### src/hdl/sks_pkg.sv
package sks_pkg;

    localparam int DEPTH_DEFAULT     = 64;
    localparam int KEY_WIDTH_DEFAULT = 32;

    localparam logic [1:0] CMD_LOOKUP = 2'd0;
    localparam logic [1:0] CMD_INSERT = 2'd1;
    localparam logic [1:0] CMD_READ   = 2'd2;

    localparam logic [1:0] ST_OK        = 2'd0;
    localparam logic [1:0] ST_NOT_FOUND = 2'd1;
    localparam logic [1:0] ST_FULL      = 2'd2;
    localparam logic [1:0] ST_INVALID   = 2'd3;

    typedef enum logic
    {
        S_IDLE,
        S_EVAL
    } state_t;

    // Sequencer strobes seen by the datapath.
    typedef struct packed
    {
        logic busy;
        logic capture;
        logic eval;
    } seq_t;

    // Per-cell controls broadcast along the chain.
    typedef struct packed
    {
        logic cmp_en;
        logic shift_en;
    } cell_ctl_t;

endpackage

### src/hdl/sks_cell.sv
module sks_cell #(
    parameter int KEY_WIDTH = sks_pkg::KEY_WIDTH_DEFAULT
) (
    input  logic                  clk,
    input  logic                  rst_n,
    input  sks_pkg::cell_ctl_t    ctl,
    input  logic [KEY_WIDTH-1:0]  probe,
    input  logic [KEY_WIDTH-1:0]  ins_key,
    input  logic [KEY_WIDTH-1:0]  left_key,
    input  logic                  left_valid,
    input  logic                  left_gt,
    output logic [KEY_WIDTH-1:0]  slot_key,
    output logic                  slot_valid,
    output logic                  gt,
    output logic                  eq
);

    logic [KEY_WIDTH-1:0] key_reg;
    logic [KEY_WIDTH-1:0] key_next;
    logic                 valid_reg;
    logic                 valid_next;
    logic                 gt_reg;
    logic                 eq_reg;

    // The chain is sorted, so the cells that hold keys above the probe form a
    // prefix. The first cell outside that prefix takes the new key and every
    // cell after it takes its left neighbor's contents.
    always_comb
    begin
        key_next   = key_reg;
        valid_next = valid_reg;
        if (ctl.shift_en && !gt_reg)
        begin
            if (left_gt)
            begin
                key_next   = ins_key;
                valid_next = 1'b1;
            end
            else
            begin
                key_next   = left_key;
                valid_next = left_valid;
            end
        end
    end

    always_ff @(posedge clk or negedge rst_n)
    begin
        if (!rst_n)
        begin
            valid_reg <= 1'b0;
        end
        else
        begin
            valid_reg <= valid_next;
        end
    end

    always_ff @(posedge clk)
    begin
        key_reg <= key_next;
        if (ctl.cmp_en)
        begin
            gt_reg <= valid_reg && (key_reg > probe);
            eq_reg <= valid_reg && (key_reg == probe);
        end
    end

    assign slot_key   = key_reg;
    assign slot_valid = valid_reg;
    assign gt         = gt_reg;
    assign eq         = eq_reg;

endmodule

### config.mk
export PLATFORM = sky130hd
export DESIGN_NAME = sks_cell
export DESIGN_NICKNAME = d
export VERILOG_FILES = /design/src/hdl/sks_pkg.sv /design/src/hdl/sks_cell.sv
export SDC_FILE = /design/constraint.sdc
export NUM_CORES = 1
export LEC_CHECK = 0
export ABC_AREA = 1
export BUFFER_PORTS_ARGS = -buffer_cell sky130_fd_sc_hd__buf_2
export CAP_MARGIN = 10
export CORE_MARGIN = 2
export CORE_UTILIZATION = 40
export CTS_BUF_LIST = sky130_fd_sc_hd__clkbuf_16
export DETAILED_ROUTE_END_ITERATION = 7
export PLACE_DENSITY_LB_ADDON = 0.08
export SYNTH_ARGS = -nofsm -noshare
export SYNTH_HDL_FRONTEND = slang
export SYNTH_SLANG_ARGS = --single-unit
### constraint.sdc
create_clock -name clk -period 2.05 [get_ports clk]
set_input_delay 0.3075 -clock clk [delete_from_list [all_inputs] [get_ports clk]]
set_output_delay 0.3075 -clock clk [all_outputs]
set_load 0.05 [all_outputs]
==> metrics.txt <==
# TYPE chip_impl_metric gauge
chip_impl_info{name="top_library_cells_by_usage_in_the_layout_fill_and_taps_aside",value="sky130_fd_sc_hd__buf_2 (136), sky130_fd_sc_hd__inv_1 (42), sky130_fd_sc_hd__edfxtp_1 (34)"} 1
chip_impl_metric{name="finalSetupViolCount",unit=""} 0
chip_impl_metric{name="finalHoldWorstSlack",unit="ps"} 260
chip_impl_metric{name="cts_hold_buffers",unit=""} 1
chip_impl_metric{name="seq_area_frac_synth",unit="%"} 42.1
chip_impl_metric{name="power.leakage",unit="nW"} 1.84
chip_impl_metric{name="antenna-diode-count",unit=""} 0
chip_impl_metric{name="ant_nets",unit=""} 0
chip_impl_metric{name="core_region_area",unit="µm²"} 5960
chip_impl_metric{name="nNetsFinal",unit=""} 497
chip_impl_metric{name="tightestPinTransition",unit="ps"} 457
chip_impl_metric{name="synth.avg_cell_area",unit="µm²"} 11.3
chip_impl_metric{name="die_w",unit="µm"} 82.8
chip_impl_metric{name="timing.final.hold_violations",unit=""} 0
chip_impl_metric{name="power.sequential.fraction",unit="%"} 40.0
chip_impl_metric{name="cts_setup_buffers",unit=""} 0
chip_impl_metric{name="core.rowCount",unit=""} 28
chip_impl_metric{name="post_drt_via_cell_ratio",unit=""} 4.52
chip_impl_metric{name="maxCapViolCount",unit=""} 0
chip_impl_info{name="final_common_cell",value="sky130_fd_sc_hd__buf_2"} 1
chip_impl_metric{name="wl_per_cell",unit="µm"} 11.9
chip_impl_metric{name="drc",unit=""} 0
chip_impl_metric{name="cellPowerDensity",unit="nW/µm²"} 648
chip_impl_metric{name="routed_wirelength",unit="mm"} 5.22
chip_impl_info{name="regToRegStartpoint",value="slot_key[31]"} 1
chip_impl_metric{name="htree_num_levels",unit=""} 2
chip_impl_metric{name="final_design_area_no_fill",unit="µm²"} 3400
chip_impl_metric{name="total_track_usage",unit="%"} 15.6
chip_impl_metric{name="dr.pass1.iters",unit=""} 4
chip_impl_metric{name="die_area",unit="µm²"} 6860
chip_impl_metric{name="initial_core_utilization",unit="%"} 41.7
chip_impl_metric{name="buffer_ports.inserted",unit=""} 136
chip_impl_info{name="critPathSlowestCell",value="sky130_fd_sc_hd__edfxtp_1"} 1
chip_impl_info{name="crit_start",value="slot_key[31]"} 1
chip_impl_info{name="min-delay-path-class",value="in -> reg"} 1
chip_impl_metric{name="post-synth-top-area-fraction",unit="%"} 41.1
chip_impl_metric{name="max-slew-margin-rel",unit="%"} 69.5
chip_impl_metric{name="cp_data_required_time",unit="ps"} 2070
chip_impl_info{name="synth_area_leader_cell",value="sky130_fd_sc_hd__edfxtp_1"} 1
chip_impl_info{name="criticalPathCategory",value="reg -> reg"} 1
chip_impl_metric{name="wire_length_of_the_first_global_routing_pass",unit="mm"} 8.73
chip_impl_metric{name="largest_register_ffs",unit=""} 32
chip_impl_metric{name="synthDistinctLibCells",unit=""} 22
chip_impl_metric{name="cellInternalPower",unit="mW"} 1.55
chip_impl_metric{name="skew",unit="ps"} 1.74
chip_impl_metric{name="clkPwrFrac",unit="%"} 31.5
chip_impl_metric{name="finalCritPeriodShare",unit="%"} 76.3
chip_impl_metric{name="clock_path_buffers",unit=""} 2
chip_impl_info{name="unrepaired_setup_endpoints_after_global_routing",value="false"} 1
chip_impl_metric{name="globalRouteOverflowTotal",unit=""} 0
chip_impl_metric{name="async_flop_share",unit="%"} 2.86
chip_impl_info{name="status",value="finished clean"} 1
chip_impl_info{name="worstHoldStart",value="ctl[1]"} 1
chip_impl_metric{name="cts_repair_resize_count",unit=""} 0
chip_impl_metric{name="detailedRoute.firstIterationViolations",unit=""} 22
chip_impl_metric{name="setup-tns-final",unit="ps"} 0
chip_impl_metric{name="synthCells",unit=""} 220
chip_impl_info{name="synthTopCellsByArea",value="sky130_fd_sc_hd__edfxtp_1 (41%), sky130_fd_sc_hd__mux2_4 (18%), sky130_fd_sc_hd__ha_1 (16%)"} 1
chip_impl_metric{name="synthToLayoutAreaGrowth",unit="%"} 37.0
chip_impl_metric{name="yosysWarnings",unit=""} 0
chip_impl_metric{name="vias",unit=""} 1984
chip_impl_metric{name="io_pins",unit=""} 137
chip_impl_metric{name="maximum_number_of_pins_on_one_net_before_global_route_repair",unit=""} 35
chip_impl_metric{name="netSwitchingFraction",unit="%"} 29.8
chip_impl_metric{name="post_synthesis_register_bit_count",unit=""} 35
chip_impl_metric{name="dpl-instance-area",unit="µm²"} 3260
chip_impl_metric{name="final-max-slew-violation-count",unit=""} 0
chip_impl_metric{name="power_spent_charging_and_discharging_nets",unit="µW"} 657
chip_impl_metric{name="syn-num-nets",unit=""} 354
chip_impl_metric{name="clock_sinks",unit=""} 35
chip_impl_info{name="critical_path.cell_chain",value="ha_1 > nand2_2 > nor2_4 > nand2_2 > nor2_2 > nand2_1 > nand2_1 > a21oi_2"} 1
chip_impl_metric{name="hpwlAfterDp",unit="mm"} 4.23
chip_impl_metric{name="fillers",unit=""} 531
chip_impl_metric{name="min_period",unit="ps"} 1560
chip_impl_metric{name="combPwrFrac",unit="%"} 28.5
chip_impl_metric{name="cts_inserted_buffers",unit=""} 5
chip_impl_metric{name="grt_pass1_vias",unit=""} 2047
chip_impl_info{name="end_kind",value="register"} 1
chip_impl_metric{name="crit_path_max_fanout",unit=""} 2
chip_impl_metric{name="antenna_violations_before_repair",unit=""} 0
chip_impl_metric{name="ir_worst_vdd",unit="V"} 0.000291
chip_impl_info{name="cts_tree",value="built"} 1
chip_impl_metric{name="syn-cell-area",unit="µm²"} 2480
chip_impl_metric{name="clkSlewWorstSetupHoldPaths",unit="ps"} 50
chip_impl_info{name="clock-root-buffer",value="sky130_fd_sc_hd__clkbuf_16"} 1
chip_impl_metric{name="timing.critical_path.arrival",unit="ps"} 1590
chip_impl_metric{name="fmaxAchievable",unit="GHz"} 0.639
chip_impl_metric{name="synth_edf_count",unit=""} 34
chip_impl_info{name="critPathLaunchType",value="register"} 1
chip_impl_metric{name="place.gp.congestion",unit=""} 0.720
chip_impl_info{name="synth-main-ff-cell",value="sky130_fd_sc_hd__edfxtp_1"} 1
chip_impl_metric{name="insertion_delay",unit="ps"} 270
chip_impl_metric{name="crit_path_max_incr_delay",unit="ps"} 390
chip_impl_metric{name="fp.dieH",unit="µm"} 82.8
chip_impl_metric{name="final_layout_size_suffix_gt1_share",unit="%"} 51.9
==> cell type report <==
type	count	area (µm²)	area share, %
Clock inverter	3	11.3	0.331
Multi-Input combinational cell	139	1240	36.5
Inverter	42	158	4.63
Clock buffer	5	125	3.68
Sequential cell	35	1050	30.7
Tap cell	75	93.8	2.76
Timing Repair Buffer	140	726	21.3
==> kinds of logic after synthesis <==
kind of cell               share of synthesized area [%]
buffers and inverters                               8.16
muxes                                               18.9
DFF                                                 42.1
and+or+nand+nor                                     9.87
AOI/OAI and AO/OA                                   4.88
adders and majority gates                           16.1
==> per-layer routing <==
layer	track usage [%]	up-vias	part of all wire, %
met1	17.8	876	42
met2	28.7	76	50
li1	-	1028	-
met3	3.28	4	6.5
met5	0	-	0
met4	5.07	0	1.3
==> worst paths after layout <==
check | to | slack (ps) | cells after the start
max reg2reg | gt | 490 | 8
max in group asynchronous | slot_valid | 1570 | 2
min in group asynchronous | slot_valid | 400 | 2
max | gt | 490 | 8
min | eq | 260 | 1
min reg2reg | slot_valid | 620 | 2
==> worst max-delay path, delay by kind of cell (launching register included) <==
family	cells	cell delay [ps]
DFF	1	390
AOI/OAI and AO/OA	1	30
adders and majority gates	1	330
and+or+nand+nor	6	560
==> synth_stat cells (2+ instances only) <==
library cell and count:
sky130_fd_sc_hd__nand2_2 4, sky130_fd_sc_hd__o21a_1 2, sky130_fd_sc_hd__inv_1 41, sky130_fd_sc_hd__a21oi_1 14, sky130_fd_sc_hd__mux2_4 29, sky130_fd_sc_hd__nor2_4 2
sky130_fd_sc_hd__ha_1 32, sky130_fd_sc_hd__nand2_1 33, sky130_fd_sc_hd__mux2_2 3, sky130_fd_sc_hd__nor2_1 7, sky130_fd_sc_hd__nand3_1 2, sky130_fd_sc_hd__nor2_2 3
sky130_fd_sc_hd__o21ai_0 3, sky130_fd_sc_hd__edfxtp_1 34, sky130_fd_sc_hd__buf_6 4
==> per-stage QoR <==
| stage | instances | power [mW] | utilization [%] | worst slack [ps] |
|---|---|---|---|---|
| finish | 439 | 2.21 | 57.1 | 486 |
| global route | 439 | 2.33 | 57.1 | 333 |
| CTS | 439 | 2.24 | 57.1 | 465 |
| detailed placement | 430 | 1.53 | 54.7 | 461 |
| global placement | 430 | 1.52 | 54.7 | 442 |
| floorplan | 220 | 1.33 | - | 69.7 |
==> power by group through the flow <==
stage / clock network, mW / registers, mW / logic, mW
2_1_floorplan: 0 / 1.07 / 0.269
3_3_place_gp: 0 / 0.895 / 0.624
3_5_place_dp: 0 / 0.897 / 0.632
4_1_cts: 0.718 / 0.882 / 0.637
5_1_grt: 0.751 / 0.888 / 0.689
6_report: 0.696 / 0.882 / 0.628
Note: power is estimated with default switching activity, not from simulation.
